$ cat src/rtl/core/rdpd_pkg.sv
// ----------------------------------------------------------------------------
// rdpd_pkg
// Types, constants and the delta decode step of the run/delta pixel decoder.
// ----------------------------------------------------------------------------
package rdpd_pkg;

  // Field widths.
  localparam int ByteW     = 8;
  localparam int PixW      = 16;
  localparam int LaneCntW  = 3;
  localparam int NumFields = 4;
  localparam int AddrW     = 3;
  localparam int DataW     = 32;

  // Default lane count and reset values of the registers.
  localparam int DefLanes = 4;
  localparam logic [ByteW-1:0] RunMarkerRst     = 8'hA5;
  localparam logic [ByteW-1:0] LiteralMarkerRst = 8'h5A;

  // Register indexes (paddr bit 2).
  localparam logic REG_RUN_MARKER     = 1'b0;
  localparam logic REG_LITERAL_MARKER = 1'b1;

  // Escape phase codes shared by run and delta stages.
  localparam logic [1:0] PH_PLAIN  = 2'd0;
  localparam logic [1:0] PH_FIRST  = 2'd1;
  localparam logic [1:0] PH_SECOND = 2'd2;

  typedef enum logic [1:0] {
    ST_IDLE,
    ST_EXPAND,
    ST_FINISH
  } ctrl_state_e;

  typedef struct packed {
    logic [ByteW-1:0] run_marker;
    logic [ByteW-1:0] literal_marker;
  } cfg_t;

  // Commands from controller to datapath.
  typedef struct packed {
    logic load;
    logic step;
    logic finish;
  } cmd_t;

  // Status from datapath to controller.
  typedef struct packed {
    logic start_run;
    logic last_copy;
    logic out_free;
  } sts_t;

  typedef struct packed {
    logic [1:0]       phase;
    logic [ByteW-1:0] pend;
    logic [PixW-1:0]  prev;
    logic             pix_vld;
    logic [PixW-1:0]  pix;
  } delta_res_t;

  // One byte through the delta stage. Phase code 3 acts as plain.
  function automatic delta_res_t delta_step(logic [1:0] phase, logic [ByteW-1:0] pend,
                                            logic [PixW-1:0] prev, logic [ByteW-1:0] b,
                                            logic [ByteW-1:0] lit);
    delta_res_t r;
    r.phase   = PH_PLAIN;
    r.pend    = pend;
    r.prev    = prev;
    r.pix_vld = 1'b0;
    r.pix     = prev;
    unique case (phase)
      PH_FIRST: begin
        r.pend  = b;
        r.phase = PH_SECOND;
      end
      PH_SECOND: begin
        r.pix     = {b, pend};
        r.pix_vld = 1'b1;
        r.prev    = {b, pend};
      end
      default: begin
        if (b == lit) begin
          r.phase = PH_FIRST;
        end else begin
          r.pix     = prev + {{(PixW-ByteW){b[ByteW-1]}}, b};
          r.pix_vld = 1'b1;
          r.prev    = r.pix;
        end
      end
    endcase
    return r;
  endfunction

endpackage

$ cat src/rtl/core/rdpd_if.sv
// ----------------------------------------------------------------------------
// rdpd_in_if / rdpd_out_if
// Valid/ready channels carrying stream bytes in and pixel beats out.
// ----------------------------------------------------------------------------
interface rdpd_in_if import rdpd_pkg::*; ();
  logic             valid;
  logic             ready;
  logic [ByteW-1:0] in_byte;
  logic             stream_end;

  modport source (output valid, in_byte, stream_end, input ready);
  modport sink   (input valid, in_byte, stream_end, output ready);
endinterface

interface rdpd_out_if import rdpd_pkg::*; ();
  logic                valid;
  logic                ready;
  logic [PixW-1:0]     pixel_a;
  logic [PixW-1:0]     pixel_b;
  logic [PixW-1:0]     pixel_c;
  logic [PixW-1:0]     pixel_d;
  logic [LaneCntW-1:0] lane_count;
  logic                last_of_input;
  logic                stream_done;

  modport source (output valid, pixel_a, pixel_b, pixel_c, pixel_d, lane_count,
                  last_of_input, stream_done, input ready);
  modport sink   (input valid, pixel_a, pixel_b, pixel_c, pixel_d, lane_count,
                  last_of_input, stream_done, output ready);
endinterface

$ cat src/rtl/core/rdpd_cfg.sv
// ----------------------------------------------------------------------------
// rdpd_cfg
// Marker registers behind the APB-style configuration port.
// ----------------------------------------------------------------------------
module rdpd_cfg import rdpd_pkg::*; (
  input  logic             clk_i,
  input  logic             rst_ni,
  input  logic             psel,
  input  logic             penable,
  input  logic             pwrite,
  input  logic [AddrW-1:0] paddr,
  input  logic [DataW-1:0] pwdata,
  output logic [DataW-1:0] prdata,
  output cfg_t             cfg_o
);

  cfg_t cfg_q, cfg_d;
  logic wr_en;

  // A write lands in the access phase; pready is tied high.
  assign wr_en = psel & penable & pwrite;

  always_comb begin
    cfg_d = cfg_q;
    if (wr_en) begin
      unique case (paddr[2])
        REG_RUN_MARKER:     cfg_d.run_marker     = pwdata[ByteW-1:0];
        REG_LITERAL_MARKER: cfg_d.literal_marker = pwdata[ByteW-1:0];
      endcase
    end
  end

  always_ff @(posedge clk_i or negedge rst_ni) begin
    if (!rst_ni) begin
      cfg_q.run_marker     <= RunMarkerRst;
      cfg_q.literal_marker <= LiteralMarkerRst;
    end else begin
      cfg_q <= cfg_d;
    end
  end

  // Read data mux.
  always_comb begin
    unique case (paddr[2])
      REG_RUN_MARKER:     prdata = {{(DataW-ByteW){1'b0}}, cfg_q.run_marker};
      REG_LITERAL_MARKER: prdata = {{(DataW-ByteW){1'b0}}, cfg_q.literal_marker};
    endcase
  end

  assign cfg_o = cfg_q;

endmodule

$ cat src/rtl/core/rdpd_ctrl.sv
// ----------------------------------------------------------------------------
// rdpd_ctrl
// Sequencer: takes bytes, walks the copies of a run, then closes the item.
// ----------------------------------------------------------------------------
module rdpd_ctrl import rdpd_pkg::*; (
  input  logic clk_i,
  input  logic rst_ni,
  input  logic in_valid_i,
  output logic in_ready_o,
  input  sts_t sts_i,
  output cmd_t cmd_o
);

  ctrl_state_e state_q, state_d;

  // Next state.
  always_comb begin
    state_d = state_q;
    unique case (state_q)
      ST_IDLE: begin
        if (in_valid_i && sts_i.out_free && sts_i.start_run) state_d = ST_EXPAND;
      end
      ST_EXPAND: begin
        if (sts_i.out_free && sts_i.last_copy) state_d = ST_FINISH;
      end
      ST_FINISH: begin
        if (sts_i.out_free) state_d = ST_IDLE;
      end
      default: state_d = ST_IDLE;
    endcase
  end

  // Outputs. Every step waits for a free output register.
  always_comb begin
    in_ready_o = 1'b0;
    cmd_o      = '0;
    unique case (state_q)
      ST_IDLE: begin
        in_ready_o = sts_i.out_free;
        cmd_o.load = in_valid_i & sts_i.out_free;
      end
      ST_EXPAND: cmd_o.step   = sts_i.out_free;
      ST_FINISH: cmd_o.finish = sts_i.out_free;
      default: ;
    endcase
  end

  always_ff @(posedge clk_i or negedge rst_ni) begin
    if (!rst_ni) begin
      state_q <= ST_IDLE;
    end else begin
      state_q <= state_d;
    end
  end

endmodule

$ cat src/rtl/core/rdpd_dp.sv
// ----------------------------------------------------------------------------
// rdpd_dp
// Decoder state, run copy counter, lane packing buffer and output register.
// ----------------------------------------------------------------------------
module rdpd_dp import rdpd_pkg::*; #(
  parameter int NumLanes = DefLanes
) (
  input  logic                clk_i,
  input  logic                rst_ni,
  input  cfg_t                cfg_i,
  input  cmd_t                cmd_i,
  output sts_t                sts_o,
  input  logic [ByteW-1:0]    in_byte_i,
  input  logic                stream_end_i,
  input  logic                out_ready_i,
  output logic                out_valid_o,
  output logic [PixW-1:0]     out_pix_o [NumFields],
  output logic [LaneCntW-1:0] out_cnt_o,
  output logic                out_last_o,
  output logic                out_done_o
);

  localparam int CntW = $clog2(NumLanes + 1);

  // Decoder state.
  logic [1:0]       run_phase_q, run_phase_d;
  logic [ByteW-1:0] run_len_q, run_len_d;
  logic [1:0]       delta_phase_q, delta_phase_d;
  logic [ByteW-1:0] pend_q, pend_d;
  logic [PixW-1:0]  prev_q, prev_d;

  // Run expansion.
  logic [ByteW-1:0] rep_val_q, rep_val_d;
  logic [ByteW-1:0] rem_q, rem_d;
  logic             end_q, end_d;

  // Lane packing buffer.
  logic [PixW-1:0]  lane_q [NumLanes];
  logic [PixW-1:0]  lane_d [NumLanes];
  logic [CntW-1:0]  cnt_q, cnt_d;
  logic [PixW-1:0]  buf_pix [NumFields];

  // Output register.
  logic                out_valid_q, out_valid_d;
  logic [PixW-1:0]     out_pix_q [NumFields];
  logic [LaneCntW-1:0] out_cnt_q;
  logic                out_last_q, out_done_q;

  // Beat to load into the output register.
  logic                emit;
  logic [PixW-1:0]     e_pix [NumFields];
  logic [LaneCntW-1:0] e_cnt;
  logic                e_last, e_done;

  logic       use_delta, clr;
  logic       out_free;
  delta_res_t dres;

  assign out_free = ~out_valid_q | out_ready_i;

  assign sts_o.start_run = (run_phase_q == PH_SECOND);
  assign sts_o.last_copy = (rem_q == '0);
  assign sts_o.out_free  = out_free;

  // Buffered lanes, zero at and above the fill count.
  for (genvar g = 0; g < NumFields; g++) begin : g_buf
    if (g < NumLanes) begin : g_used
      assign buf_pix[g] = (CntW'(g) < cnt_q) ? lane_q[g] : '0;
    end else begin : g_unused
      assign buf_pix[g] = '0;
    end
  end

  // The delta stage sees the new byte on load and the run byte while expanding.
  assign dres = delta_step(delta_phase_q, pend_q, prev_q,
                           cmd_i.load ? in_byte_i : rep_val_q, cfg_i.literal_marker);

  always_comb begin
    run_phase_d   = run_phase_q;
    run_len_d     = run_len_q;
    delta_phase_d = delta_phase_q;
    pend_d        = pend_q;
    prev_d        = prev_q;
    rep_val_d     = rep_val_q;
    rem_d         = rem_q;
    end_d         = end_q;
    lane_d        = lane_q;
    cnt_d         = cnt_q;
    emit          = 1'b0;
    e_pix         = '{default: '0};
    e_cnt         = '0;
    e_last        = 1'b0;
    e_done        = 1'b0;
    use_delta     = 1'b0;
    clr           = 1'b0;

    if (cmd_i.load) begin
      if (sts_o.start_run) begin
        // Value byte of a run: expand it over the following cycles.
        rep_val_d   = in_byte_i;
        rem_d       = run_len_q;
        end_d       = stream_end_i;
        run_phase_d = PH_PLAIN;
      end else begin
        unique case (run_phase_q)
          PH_FIRST: begin
            run_len_d   = in_byte_i;
            run_phase_d = PH_SECOND;
          end
          default: begin
            if (in_byte_i == cfg_i.run_marker) begin
              run_phase_d = PH_FIRST;
            end else begin
              run_phase_d = PH_PLAIN;
              use_delta   = 1'b1;
            end
          end
        endcase
        if (use_delta) begin
          delta_phase_d = dres.phase;
          pend_d        = dres.pend;
          prev_d        = dres.prev;
        end
        // A single byte gives one pixel at most; stream end always reports.
        if ((use_delta && dres.pix_vld) || stream_end_i) begin
          emit     = 1'b1;
          e_pix[0] = (use_delta && dres.pix_vld) ? dres.pix : '0;
          e_cnt    = (use_delta && dres.pix_vld) ? LaneCntW'(1) : '0;
          e_last   = 1'b1;
          e_done   = stream_end_i;
        end
        clr = stream_end_i;
      end
    end else if (cmd_i.step) begin
      // One copy of the run byte per cycle while the output register is free.
      delta_phase_d = dres.phase;
      pend_d        = dres.pend;
      prev_d        = dres.prev;
      if (!sts_o.last_copy) rem_d = rem_q - 1'b1;
      if (dres.pix_vld) begin
        if (cnt_q == CntW'(NumLanes)) begin
          // Buffer full and more pixels follow: send it as a middle beat.
          emit      = 1'b1;
          e_pix     = buf_pix;
          e_cnt     = LaneCntW'(cnt_q);
          lane_d[0] = dres.pix;
          cnt_d     = CntW'(1);
        end else begin
          for (int k = 0; k < NumLanes; k++) begin
            if (CntW'(k) == cnt_q) lane_d[k] = dres.pix;
          end
          cnt_d = cnt_q + 1'b1;
        end
      end
    end else if (cmd_i.finish) begin
      // Close the run: remaining lanes, or an empty beat at stream end.
      if ((cnt_q != '0) || end_q) begin
        emit   = 1'b1;
        e_pix  = buf_pix;
        e_cnt  = LaneCntW'(cnt_q);
        e_last = 1'b1;
        e_done = end_q;
      end
      cnt_d = '0;
      clr   = end_q;
    end

    // Stream end drops open escapes and returns the state to reset.
    if (clr) begin
      run_phase_d   = PH_PLAIN;
      run_len_d     = '0;
      delta_phase_d = PH_PLAIN;
      pend_d        = '0;
      prev_d        = '0;
    end
  end

  assign out_valid_d = emit | (out_valid_q & ~out_ready_i);

  // Control and decoder state.
  always_ff @(posedge clk_i or negedge rst_ni) begin
    if (!rst_ni) begin
      run_phase_q   <= PH_PLAIN;
      run_len_q     <= '0;
      delta_phase_q <= PH_PLAIN;
      pend_q        <= '0;
      prev_q        <= '0;
      rem_q         <= '0;
      end_q         <= 1'b0;
      cnt_q         <= '0;
      out_valid_q   <= 1'b0;
    end else begin
      run_phase_q   <= run_phase_d;
      run_len_q     <= run_len_d;
      delta_phase_q <= delta_phase_d;
      pend_q        <= pend_d;
      prev_q        <= prev_d;
      rem_q         <= rem_d;
      end_q         <= end_d;
      cnt_q         <= cnt_d;
      out_valid_q   <= out_valid_d;
    end
  end

  // Payload registers.
  always_ff @(posedge clk_i) begin
    rep_val_q <= rep_val_d;
    lane_q    <= lane_d;
    if (emit) begin
      out_pix_q  <= e_pix;
      out_cnt_q  <= e_cnt;
      out_last_q <= e_last;
      out_done_q <= e_done;
    end
  end

  assign out_valid_o = out_valid_q;
  assign out_pix_o   = out_pix_q;
  assign out_cnt_o   = out_cnt_q;
  assign out_last_o  = out_last_q;
  assign out_done_o  = out_done_q;

endmodule

$ cat src/rtl/core/rle_delta_pixel_decoder.sv
// ----------------------------------------------------------------------------
// rle_delta_pixel_decoder
// Run expansion followed by delta decoding of a byte stream into 16-bit
// pixels, packed up to four per output beat.
// ----------------------------------------------------------------------------
//   Channel  Dir  Handshake        Payload
//   in_ch    in   valid/ready      in_byte, stream_end
//   out_ch   out  valid/ready      pixel_a..pixel_d, lane_count, last_of_input,
//                                  stream_done
//   APB      in   psel/penable     paddr, pwdata -> prdata (pready tied high)
//
// A byte outside a run's value position is taken in one step; bytes follow back to
// back while the output register drains.
// The value byte of a run with count c is taken, then its c+1 copies go through
// the delta stage at one a cycle, then a closing step sends any lanes left as the last beat.
// Any step waits while the output register holds a beat that is not taken.
// Reset returns both markers to their defaults and all decoder state to zero.
// ----------------------------------------------------------------------------
module rle_delta_pixel_decoder import rdpd_pkg::*; #(
  parameter int LANES = DefLanes
) (
  input  logic             clk_i,
  input  logic             rst_ni,
  rdpd_in_if.sink          in_ch,
  rdpd_out_if.source       out_ch,
  input  logic             psel,
  input  logic             penable,
  input  logic             pwrite,
  input  logic [AddrW-1:0] paddr,
  input  logic [DataW-1:0] pwdata,
  output logic [DataW-1:0] prdata,
  output logic             pready
);

  // Lanes per beat, clamped between one and the four pixel fields.
  localparam int EffLanes = (LANES < 1) ? 1 : ((LANES > NumFields) ? NumFields : LANES);

  cfg_t            cfg;
  cmd_t            cmd;
  sts_t            sts;
  logic [PixW-1:0] out_pix [NumFields];

  assign pready = 1'b1;

  rdpd_cfg u_cfg (
    .clk_i   (clk_i),
    .rst_ni  (rst_ni),
    .psel    (psel),
    .penable (penable),
    .pwrite  (pwrite),
    .paddr   (paddr),
    .pwdata  (pwdata),
    .prdata  (prdata),
    .cfg_o   (cfg)
  );

  rdpd_ctrl u_ctrl (
    .clk_i      (clk_i),
    .rst_ni     (rst_ni),
    .in_valid_i (in_ch.valid),
    .in_ready_o (in_ch.ready),
    .sts_i      (sts),
    .cmd_o      (cmd)
  );

  rdpd_dp #(
    .NumLanes (EffLanes)
  ) u_dp (
    .clk_i        (clk_i),
    .rst_ni       (rst_ni),
    .cfg_i        (cfg),
    .cmd_i        (cmd),
    .sts_o        (sts),
    .in_byte_i    (in_ch.in_byte),
    .stream_end_i (in_ch.stream_end),
    .out_ready_i  (out_ch.ready),
    .out_valid_o  (out_ch.valid),
    .out_pix_o    (out_pix),
    .out_cnt_o    (out_ch.lane_count),
    .out_last_o   (out_ch.last_of_input),
    .out_done_o   (out_ch.stream_done)
  );

  assign out_ch.pixel_a = out_pix[0];
  assign out_ch.pixel_b = out_pix[1];
  assign out_ch.pixel_c = out_pix[2];
  assign out_ch.pixel_d = out_pix[3];

endmodule

$ cat src/flat_wrapper.sv
// flat-port wrapper written by rule: the top's interface ports become plain ports
module rle_delta_pixel_decoder_flat import rdpd_pkg::*;
#(
  parameter int LANES = DefLanes
)
  (clk_i, rst_ni, psel, penable, pwrite, paddr, pwdata, prdata, pready, in_ch_valid, in_ch_in_byte, in_ch_stream_end, in_ch_ready, out_ch_valid, out_ch_pixel_a, out_ch_pixel_b, out_ch_pixel_c, out_ch_pixel_d, out_ch_lane_count, out_ch_last_of_input, out_ch_stream_done, out_ch_ready);
  rdpd_in_if in_ch_i ();
  rdpd_out_if out_ch_i ();
  input  logic clk_i;
  input  logic rst_ni;
  input  logic psel;
  input  logic penable;
  input  logic pwrite;
  input  logic [AddrW-1:0] paddr;
  input  logic [DataW-1:0] pwdata;
  output logic [DataW-1:0] prdata;
  output logic pready;
  input wire logic [$bits(in_ch_i.valid)-1:0] in_ch_valid;
  input wire logic [$bits(in_ch_i.in_byte)-1:0] in_ch_in_byte;
  input wire logic [$bits(in_ch_i.stream_end)-1:0] in_ch_stream_end;
  output wire logic [$bits(in_ch_i.ready)-1:0] in_ch_ready;
  output wire logic [$bits(out_ch_i.valid)-1:0] out_ch_valid;
  output wire logic [$bits(out_ch_i.pixel_a)-1:0] out_ch_pixel_a;
  output wire logic [$bits(out_ch_i.pixel_b)-1:0] out_ch_pixel_b;
  output wire logic [$bits(out_ch_i.pixel_c)-1:0] out_ch_pixel_c;
  output wire logic [$bits(out_ch_i.pixel_d)-1:0] out_ch_pixel_d;
  output wire logic [$bits(out_ch_i.lane_count)-1:0] out_ch_lane_count;
  output wire logic [$bits(out_ch_i.last_of_input)-1:0] out_ch_last_of_input;
  output wire logic [$bits(out_ch_i.stream_done)-1:0] out_ch_stream_done;
  input wire logic [$bits(out_ch_i.ready)-1:0] out_ch_ready;
  assign in_ch_i.valid = in_ch_valid;
  assign in_ch_i.in_byte = in_ch_in_byte;
  assign in_ch_i.stream_end = in_ch_stream_end;
  assign in_ch_ready = in_ch_i.ready;
  assign out_ch_valid = out_ch_i.valid;
  assign out_ch_pixel_a = out_ch_i.pixel_a;
  assign out_ch_pixel_b = out_ch_i.pixel_b;
  assign out_ch_pixel_c = out_ch_i.pixel_c;
  assign out_ch_pixel_d = out_ch_i.pixel_d;
  assign out_ch_lane_count = out_ch_i.lane_count;
  assign out_ch_last_of_input = out_ch_i.last_of_input;
  assign out_ch_stream_done = out_ch_i.stream_done;
  assign out_ch_i.ready = out_ch_ready;
  rle_delta_pixel_decoder #(.LANES(LANES)) u_core (.clk_i(clk_i), .rst_ni(rst_ni), .in_ch(in_ch_i), .out_ch(out_ch_i), .psel(psel), .penable(penable), .pwrite(pwrite), .paddr(paddr), .pwdata(pwdata), .prdata(prdata), .pready(pready));
endmodule
$ cat config.mk
export PLATFORM = sky130hd
export DESIGN_NAME = rle_delta_pixel_decoder_flat
export DESIGN_NICKNAME = d
export VERILOG_FILES = /design/src/rtl/core/rdpd_pkg.sv /design/src/rtl/core/rdpd_if.sv /design/src/rtl/core/rdpd_cfg.sv /design/src/rtl/core/rdpd_ctrl.sv /design/src/rtl/core/rdpd_dp.sv /design/src/rtl/core/rle_delta_pixel_decoder.sv /design/src/flat_wrapper.sv
export SDC_FILE = /design/constraint.sdc
export NUM_CORES = 1
export LEC_CHECK = 0
export BUFFER_PORTS_ARGS = -buffer_cell sky130_fd_sc_hd__buf_2
export CORE_ASPECT_RATIO = 1.4
export CORE_MARGIN = 8
export CORE_UTILIZATION = 40
export DETAILED_ROUTE_END_ITERATION = 7
export PLACE_DENSITY_LB_ADDON = 0.12
export SYNTH_ARGS = -nofsm -noshare
export SYNTH_HDL_FRONTEND = slang
export SYNTH_SLANG_ARGS = --single-unit
$ cat constraint.sdc
create_clock -name clk_i -period 4.69 [get_ports clk_i]
set_input_delay 0.2345 -clock clk_i [delete_from_list [all_inputs] [get_ports clk_i]]
set_output_delay 0.2345 -clock clk_i [all_outputs]
set_load 0.01 [all_outputs]
==> flow_metrics.tcl, run 1 <==
set metrics [dict create \
    status "complete, no violations" \
    firstDrtPassIters 5 \
    final_nets 982 \
    placed_area_um2 10700 \
    fin_area_um2 11500 \
    hold_end "u_core.u_dp.rep_val_q[3]$_DFFE_PP_" \
    power.leakage_nw 4.66 \
    skew_ns 0.0226 \
    antenna_found_initial 0 \
    synth_enable_flop_cells 141 \
    synth_ff_type "edfxtp_1" \
    holdCritStartpoint "in_ch_in_byte[3]" \
    drive_gt1_share_pct 23.5 \
    drc 0 \
    post_drt_wl_per_cell_um 18.7 \
    grt_start_max_net_pins 41 \
    synth.yosys.seq_area_share_pct 60.3 \
    multi_input_area_um2 3560 \
    yosysWarnings 0 \
    clk_path_buf_depth 3 \
    critPathMaxFanout 11 \
    grt_pass1_wl_um 37000 \
    syn_area_um2 9820 \
    setup_viol 0 \
    worstPathArrival_ns 4.50 \
    cts_tree "yes" \
    fill_cells 2223 \
    io_pins 155 \
    start_util_pct 40.2 \
    num_rows 68 \
    fmax_mhz 236 \
    routed_wl_um 23100 \
    grt_pass1_vias 6771 \
    diodes 0 \
    final_cells 1236 \
    cap_violations 0 \
    drtIter0Drc 344 \
    clk_transition_reported_paths_ns 0.07 \
    synth_seq_cells 208 \
    seq_area_um2 5920 \
    via_per_inst 5.29 \
    post_cts_buffers 0 \
    fin_crit_sh_pct 90.3 \
    place.gp.congestion 0.841 \
    dp_slack_ns 0.433 \
    die_area_um2 29900 \
    path_class "register to register" \
    avgSynthCellArea_um2 12.7 \
    cts_root_buf "clkbuf_16" \
    cp-start-kind "register" \
    dp_hpwl_um 16800 \
    die_w_um 148 \
    synth_cell_types 79 \
    coreArea_um2 24400 \
    ys_async_sr_fraction_pct 32.2 \
    cts_made_buffers 22 \
    p_total_w 0.00826 \
    fin_crit_ns 4.24 \
    slew-limit-headroom_pct 23.0 \
    peakVddDrop_mv 0.301 \
    finalMaxSlewViolations 0 \
    r2r_start "u_core.u_ctrl.state_q[0]$_DFFE_PN0P_" \
    worstRegToRegCells 12 \
    area_growth_pct 16.8 \
    ant_nets 0 \
    htree_levels 1 \
    critical_path.endpoint_type "register" \
    rsz0062_at_grt "false" \
    insertion_delay_ns 0.51 \
    cts.sinks 208 \
    r2r_end "u_core.u_dp.out_pix_o[63]$_DFFE_PP_" \
    timing.setup.tns_ns 0 \
    dp_cells 1185 \
    vias 6544 \
    die_h_um 201 \
    hold_viol_final 0 \
    worstHoldPathCells 1 \
    worst_slack_ns 0.454 \
    grt-ovfl-total 0 \
    reg2reg_slack_ns 0.45 \
    track_usage_pct 15.4 \
    powerDensity_nw_per_um2 720 \
    crit_required_ns 4.95 \
    max_slew.worst_pin.slew_ns 1.15 \
    io_buffers 103 \
    hold_path_class "primary input to register" \
    synthCells 776 \
]
-- cell type report --
cell class	instances	area share (%)
flip-flops and latches	208	51.6
clock inverters	11	0.567
clock buffers	28	5.18
multi-input cells	504	31.1
inverters	37	1.21
well taps	315	3.44
repair buffers	133	6.94
-- Yosys cell counts, types with 8 or more instances --
cell type	n	share of area, %
ha_1	24	3.1
nand3_1	10	0.51
a21o_1	11	0.84
mux2_2	28	3.2
a21oi_1	27	1.4
edfxtp_1	141	43
o21ai_0	34	1.7
nand2_1	37	1.4
and2_1	54	3.4
xnor2_1	8	0.71
dfrtp_1	59	15
buf_2	8	0.41
o2bb2ai_1	12	1.1
inv_1	37	1.4
xor2_1	18	1.6
clkbuf_1	16	0.61
dfstp_2	8	2.1
mux2i_1	8	0.82
buf_4	26	2.0
nor2_1	45	1.7
nor3_1	12	0.61
a31oi_1	9	0.57
a22o_1	27	2.4
-- power by group --
part | internal [W] | leakage (nW) | total [W] | switching [W]
registers | 0.00301 | 2.16 | 0.00330 | 0.000298
logic | 0.00127 | 2.18 | 0.00335 | 0.00208
clock network | 0.000901 | 0.319 | 0.00161 | 0.000704
-- placed cells by master, fill, tap and decap left out, types with 4 or more instances in the layout --
| cell type | instances |
|---|---|
| nor4_1 | 4 |
| nand3_1 | 10 |
| inv_1 | 37 |
| nand4_1 | 5 |
| xor2_1 | 18 |
| o2bb2ai_1 | 12 |
| buf_2 | 103 |
| clkbuf_1 | 5 |
| clkbuf_16 | 23 |
| mux2i_1 | 8 |
| a211oi_1 | 7 |
| ha_1 | 24 |
| or3_1 | 6 |
| mux2_2 | 28 |
| o21ai_0 | 34 |
| o21ai_1 | 5 |
| and2_1 | 54 |
| buf_4 | 16 |
| dfrtp_1 | 59 |
| a2bb2oi_1 | 6 |
| xnor2_1 | 8 |
| conb_1 | 25 |
| a22o_1 | 27 |
| nor3_1 | 11 |
| dfstp_2 | 8 |
| dlygate4sd3_1 | 12 |
| a21oi_1 | 27 |
| and3_1 | 5 |
| nor2_1 | 45 |
| nand2b_1 | 6 |
| nand2_1 | 37 |
| a21o_1 | 11 |
| edfxtp_1 | 141 |
| a31oi_1 | 9 |
| a32o_1 | 4 |
-- flip-flops by register name, summed over array words and instances (netlist names), 3 cells and up --
name,count
u_core.u_dp.pend_q,8
u_core.u_dp.prev_q,16
u_core.u_cfg.cfg_o,16
u_core.u_dp.cnt_q,3
u_core.u_dp.rem_q,8
u_core.u_dp.out_pix_o,64
u_core.u_dp.lane_q,64
u_core.u_dp.run_len_q,8
u_core.u_dp.rep_val_q,8
u_core.u_dp.out_cnt_o,3
-- critical path, cell delays in order (launching register included) --
cell and delay [ns]:
dfrtp_1 0.43, or2_4 0.30, o31ai_2 0.29, and2_1 0.31, inv_1 0.27, ha_1 0.44, nand2_1 0.07, o31a_1 0.36
o2111a_1 0.28, nor4b_2 0.48, mux2i_1 0.16, a211o_1 0.37, a22o_1 0.22
-- logic make-up after synthesis --
family / count (synthesis) / share of synthesized area, %
other cells: 2 / 0.0765
compound gates: 183 / 13.6
xor+xnor: 26 / 2.32
simple gates: 206 / 11.6
fa+ha+maj: 26 / 3.36
buf+inv: 87 / 4.42
flops: 208 / 60.3
mux: 38 / 4.29
-- what timing repair did --
| action | 4_1_cts | 5_1_grt |
|---|---|---|
| hold buffers | 12 | 0 |
| resized for setup | 0 | 0 |
| endpoints found under the hold margin | 50 | 0 |
-- per-stage QoR --
stage / hold slack [ns] / util, %
after floorplan: -0.0611 / -
after global placement: 0.428 / 43.8
after detailed placement: 0.438 / 43.8
after CTS: 0.00501 / 47.0
after global routing: 0.00517 / 47.0
final: 0.00888 / 47.0
-- worst max path at each step --
stage | start | end
after CTS | u_core.u_ctrl.state_q[0]$_DFFE_PN0P_ | u_core.u_dp.out_pix_o[63]$_DFFE_PP_
after global placement | u_core.u_ctrl.state_q[0]$_DFFE_PN0P_ | u_core.u_dp.out_pix_o[63]$_DFFE_PP_
after floorplan | u_core.u_dp.out_valid_o$_DFF_PN0_ | u_core.u_dp.out_cnt_o[0]$_DFFE_PP_
after detailed placement | u_core.u_ctrl.state_q[0]$_DFFE_PN0P_ | u_core.u_dp.out_pix_o[63]$_DFFE_PP_
after global routing | u_core.u_ctrl.state_q[0]$_DFFE_PN0P_ | u_core.u_dp.out_pix_o[63]$_DFFE_PP_
final | u_core.u_ctrl.state_q[0]$_DFFE_PN0P_ | u_core.u_dp.out_pix_o[63]$_DFFE_PP_
-- per-layer routing --
layer / share of wire [%] / track usage (%)
met1: 41 / 17.9
met2: 51 / 27.6
met4: 2.6 / 5.63
met5: 0 / 0
met3: 5.3 / 2.74
Note: power is estimated with default switching activity, not from simulation.
==> run 2, diff against run 1 <==
Settings changed: CELL_PAD_IN_SITES_DETAIL_PLACEMENT set to 1, CELL_PAD_IN_SITES_GLOBAL_PLACEMENT set to 1.
==> flow_metrics.tcl, run 2 (same netlist as run 1, synthesis figures left out) <==
set metrics [dict create \
    status "complete, no violations" \
    crit_required_ns 4.94 \
    via_per_inst 5.35 \
    vias 6592 \
    dp_slack_ns 0.435 \
    path_class "register to register" \
    drive_gt1_share_pct 23.7 \
    placed_area_um2 10700 \
    fin_crit_sh_pct 90.0 \
    start_util_pct 40.2 \
    pwr-share-seq_pct 39.4 \
    p_comb_share_pct 40.1 \
    diodes 0 \
    insertion_delay_ns 0.50 \
    antenna_found_initial 0 \
    timing.setup.tns_ns 0 \
    worstPathArrival_ns 4.47 \
    grt_pass1_vias 7297 \
    cts.sinks 208 \
    fin_area_um2 11500 \
    p_sw_w 0.00316 \
    drtIter0Drc 319 \
    htree_levels 1 \
    io_pins 155 \
    critical_path.endpoint_type "register" \
    clkPwrFrac_pct 20.6 \
    max_slew.worst_pin.slew_ns 1.22 \
    routed_wl_um 24900 \
    swShare_pct 37.4 \
    final_common_cell "edfxtp_1" \
    io_buffers 103 \
    worstRegToRegCells 13 \
    clk_transition_reported_paths_ns 0.07 \
    post_cts_buffers 0 \
    ant_nets 0 \
    r2r_start "u_core.u_ctrl.state_q[0]$_DFFE_PN0P_" \
    drc 0 \
    final_util_pct 47.1 \
    area_growth_pct 17.0 \
    fin_crit_ns 4.22 \
    seq_area_um2 5920 \
    die_area_um2 29900 \
    r2r_end "u_core.u_dp.out_pix_o[63]$_DFFE_PP_" \
    grt_pass1_wl_um 40100 \
    critPathMaxFanout 11 \
    powerDensity_nw_per_um2 734 \
    dp_hpwl_um 18500 \
    track_usage_pct 16.6 \
    die_w_um 148 \
    worst_slack_ns 0.471 \
    rsz0062_at_grt "false" \
    post_drt_wl_per_cell_um 20.2 \
    slew-limit-headroom_pct 18.7 \
    critPathCapture "u_core.u_dp.out_pix_o[63]$_DFFE_PP_" \
    grt-ovfl-total 0 \
    p_int_w 0.00527 \
    final_cells 1233 \
    firstDrtPassIters 6 \
    cts_tree "yes" \
    grt_start_max_net_pins 41 \
    critPathLaunch "u_core.u_ctrl.state_q[0]$_DFFE_PN0P_" \
    reg2reg_slack_ns 0.47 \
    hold_viol_final 0 \
    peakVddDrop_mv 0.341 \
    cts_made_buffers 22 \
    power.leakage_nw 4.67 \
    cts_root_buf "clkbuf_16" \
    place.gp.congestion 0.835 \
    cap_violations 0 \
    fill_cells 2562 \
    final_nets 978 \
    final_cell_mix "edfxtp_1, buf_2, dfrtp_1" \
    coreArea_um2 24400 \
    fmax_mhz 237 \
    cp-start-kind "register" \
    num_rows 68 \
    die_h_um 201 \
    dp_cells 1183 \
    finalMaxSlewViolations 0 \
    hold_path_class "primary input to register" \
    setup_viol 0 \
    multi_input_area_um2 3560 \
    skew_ns 0.00968 \
    clk_path_buf_depth 3 \
]
run 2: layout make-up:
type,count,share of cell area [%]
flip-flops and latches,208,51.5
repair buffers,129,6.51
inverters,37,1.21
clock inverters,16,1.28
clock buffers,24,5.04
well taps,315,3.43
multi-input cells,504,31.0
run 2: stage by stage:
step,power [W],hold WS [ns]
2_1_floorplan,0.00553,-0.0611
3_3_place_gp,0.00658,0.427
3_5_place_dp,0.00676,0.438
4_1_cts,0.00854,0.0164
5_1_grt,0.00898,0.0160
6_report,0.00843,0.0320
run 2: worst min-delay path by stage:
stage,to,cells past startpoint,start,slack [ns]
floorplan,u_core.u_cfg.cfg_o[0]$_DFFE_PN0P_,0,rst_ni,-0.06
global placement,u_core.u_dp.prev_q[6]$_DFFE_PN0P_,1,rst_ni,0.43
detailed placement,u_core.u_dp.prev_q[5]$_DFFE_PN0P_,1,rst_ni,0.44
CTS,u_core.u_dp.rep_val_q[1]$_DFFE_PP_,1,in_ch_in_byte[1],0.02
global route,u_core.u_dp.rep_val_q[3]$_DFFE_PP_,1,in_ch_in_byte[3],0.02
finish,u_core.u_dp.rep_val_q[0]$_DFFE_PP_,1,in_ch_in_byte[0],0.03
run 2: what timing repair did:
| item | CTS | global route |
|---|---|---|
| hold buffers | 10 | 0 |
| endpoints found under the hold margin | 47 | 0 |
| resized for setup | 0 | 0 |
run 2: worst max-delay path: stages, from the launching register on:
cell	delay, ns
dfrtp_1	0.44
or2_4	0.31
o31ai_2	0.29
and2_1	0.31
inv_1	0.27
ha_1	0.44
nand2_1	0.07
o31a_1	0.36
o2111a_1	0.27
nor4b_2	0.32
buf_4	0.19
mux2i_1	0.07
a211o_1	0.39
a22o_1	0.24
run 2: power groups by stage:
stage	sequential (W)	clock (W)	combinational (W)
2_1_floorplan	0.00342	0	0.00212
4_1_cts	0.00333	0.00178	0.00342
5_1_grt	0.00340	0.00184	0.00375
3_3_place_gp	0.00332	0	0.00326
6_report	0.00332	0.00173	0.00338
3_5_place_dp	0.00337	0	0.00339
run 2: routing by layer:
layer  part of all wire [%]  wire length [um]  vias to the layer above  global-route usage, %
li1                       -                 -                     3081                      -
met1                     39              9680                     3314                   18.4
met2                     54             13400                      158                   31.1
met3                    4.8              1210                       39                   3.04
met4                    2.6               656                        0                   5.37
met5                      0                 0                        -                      0
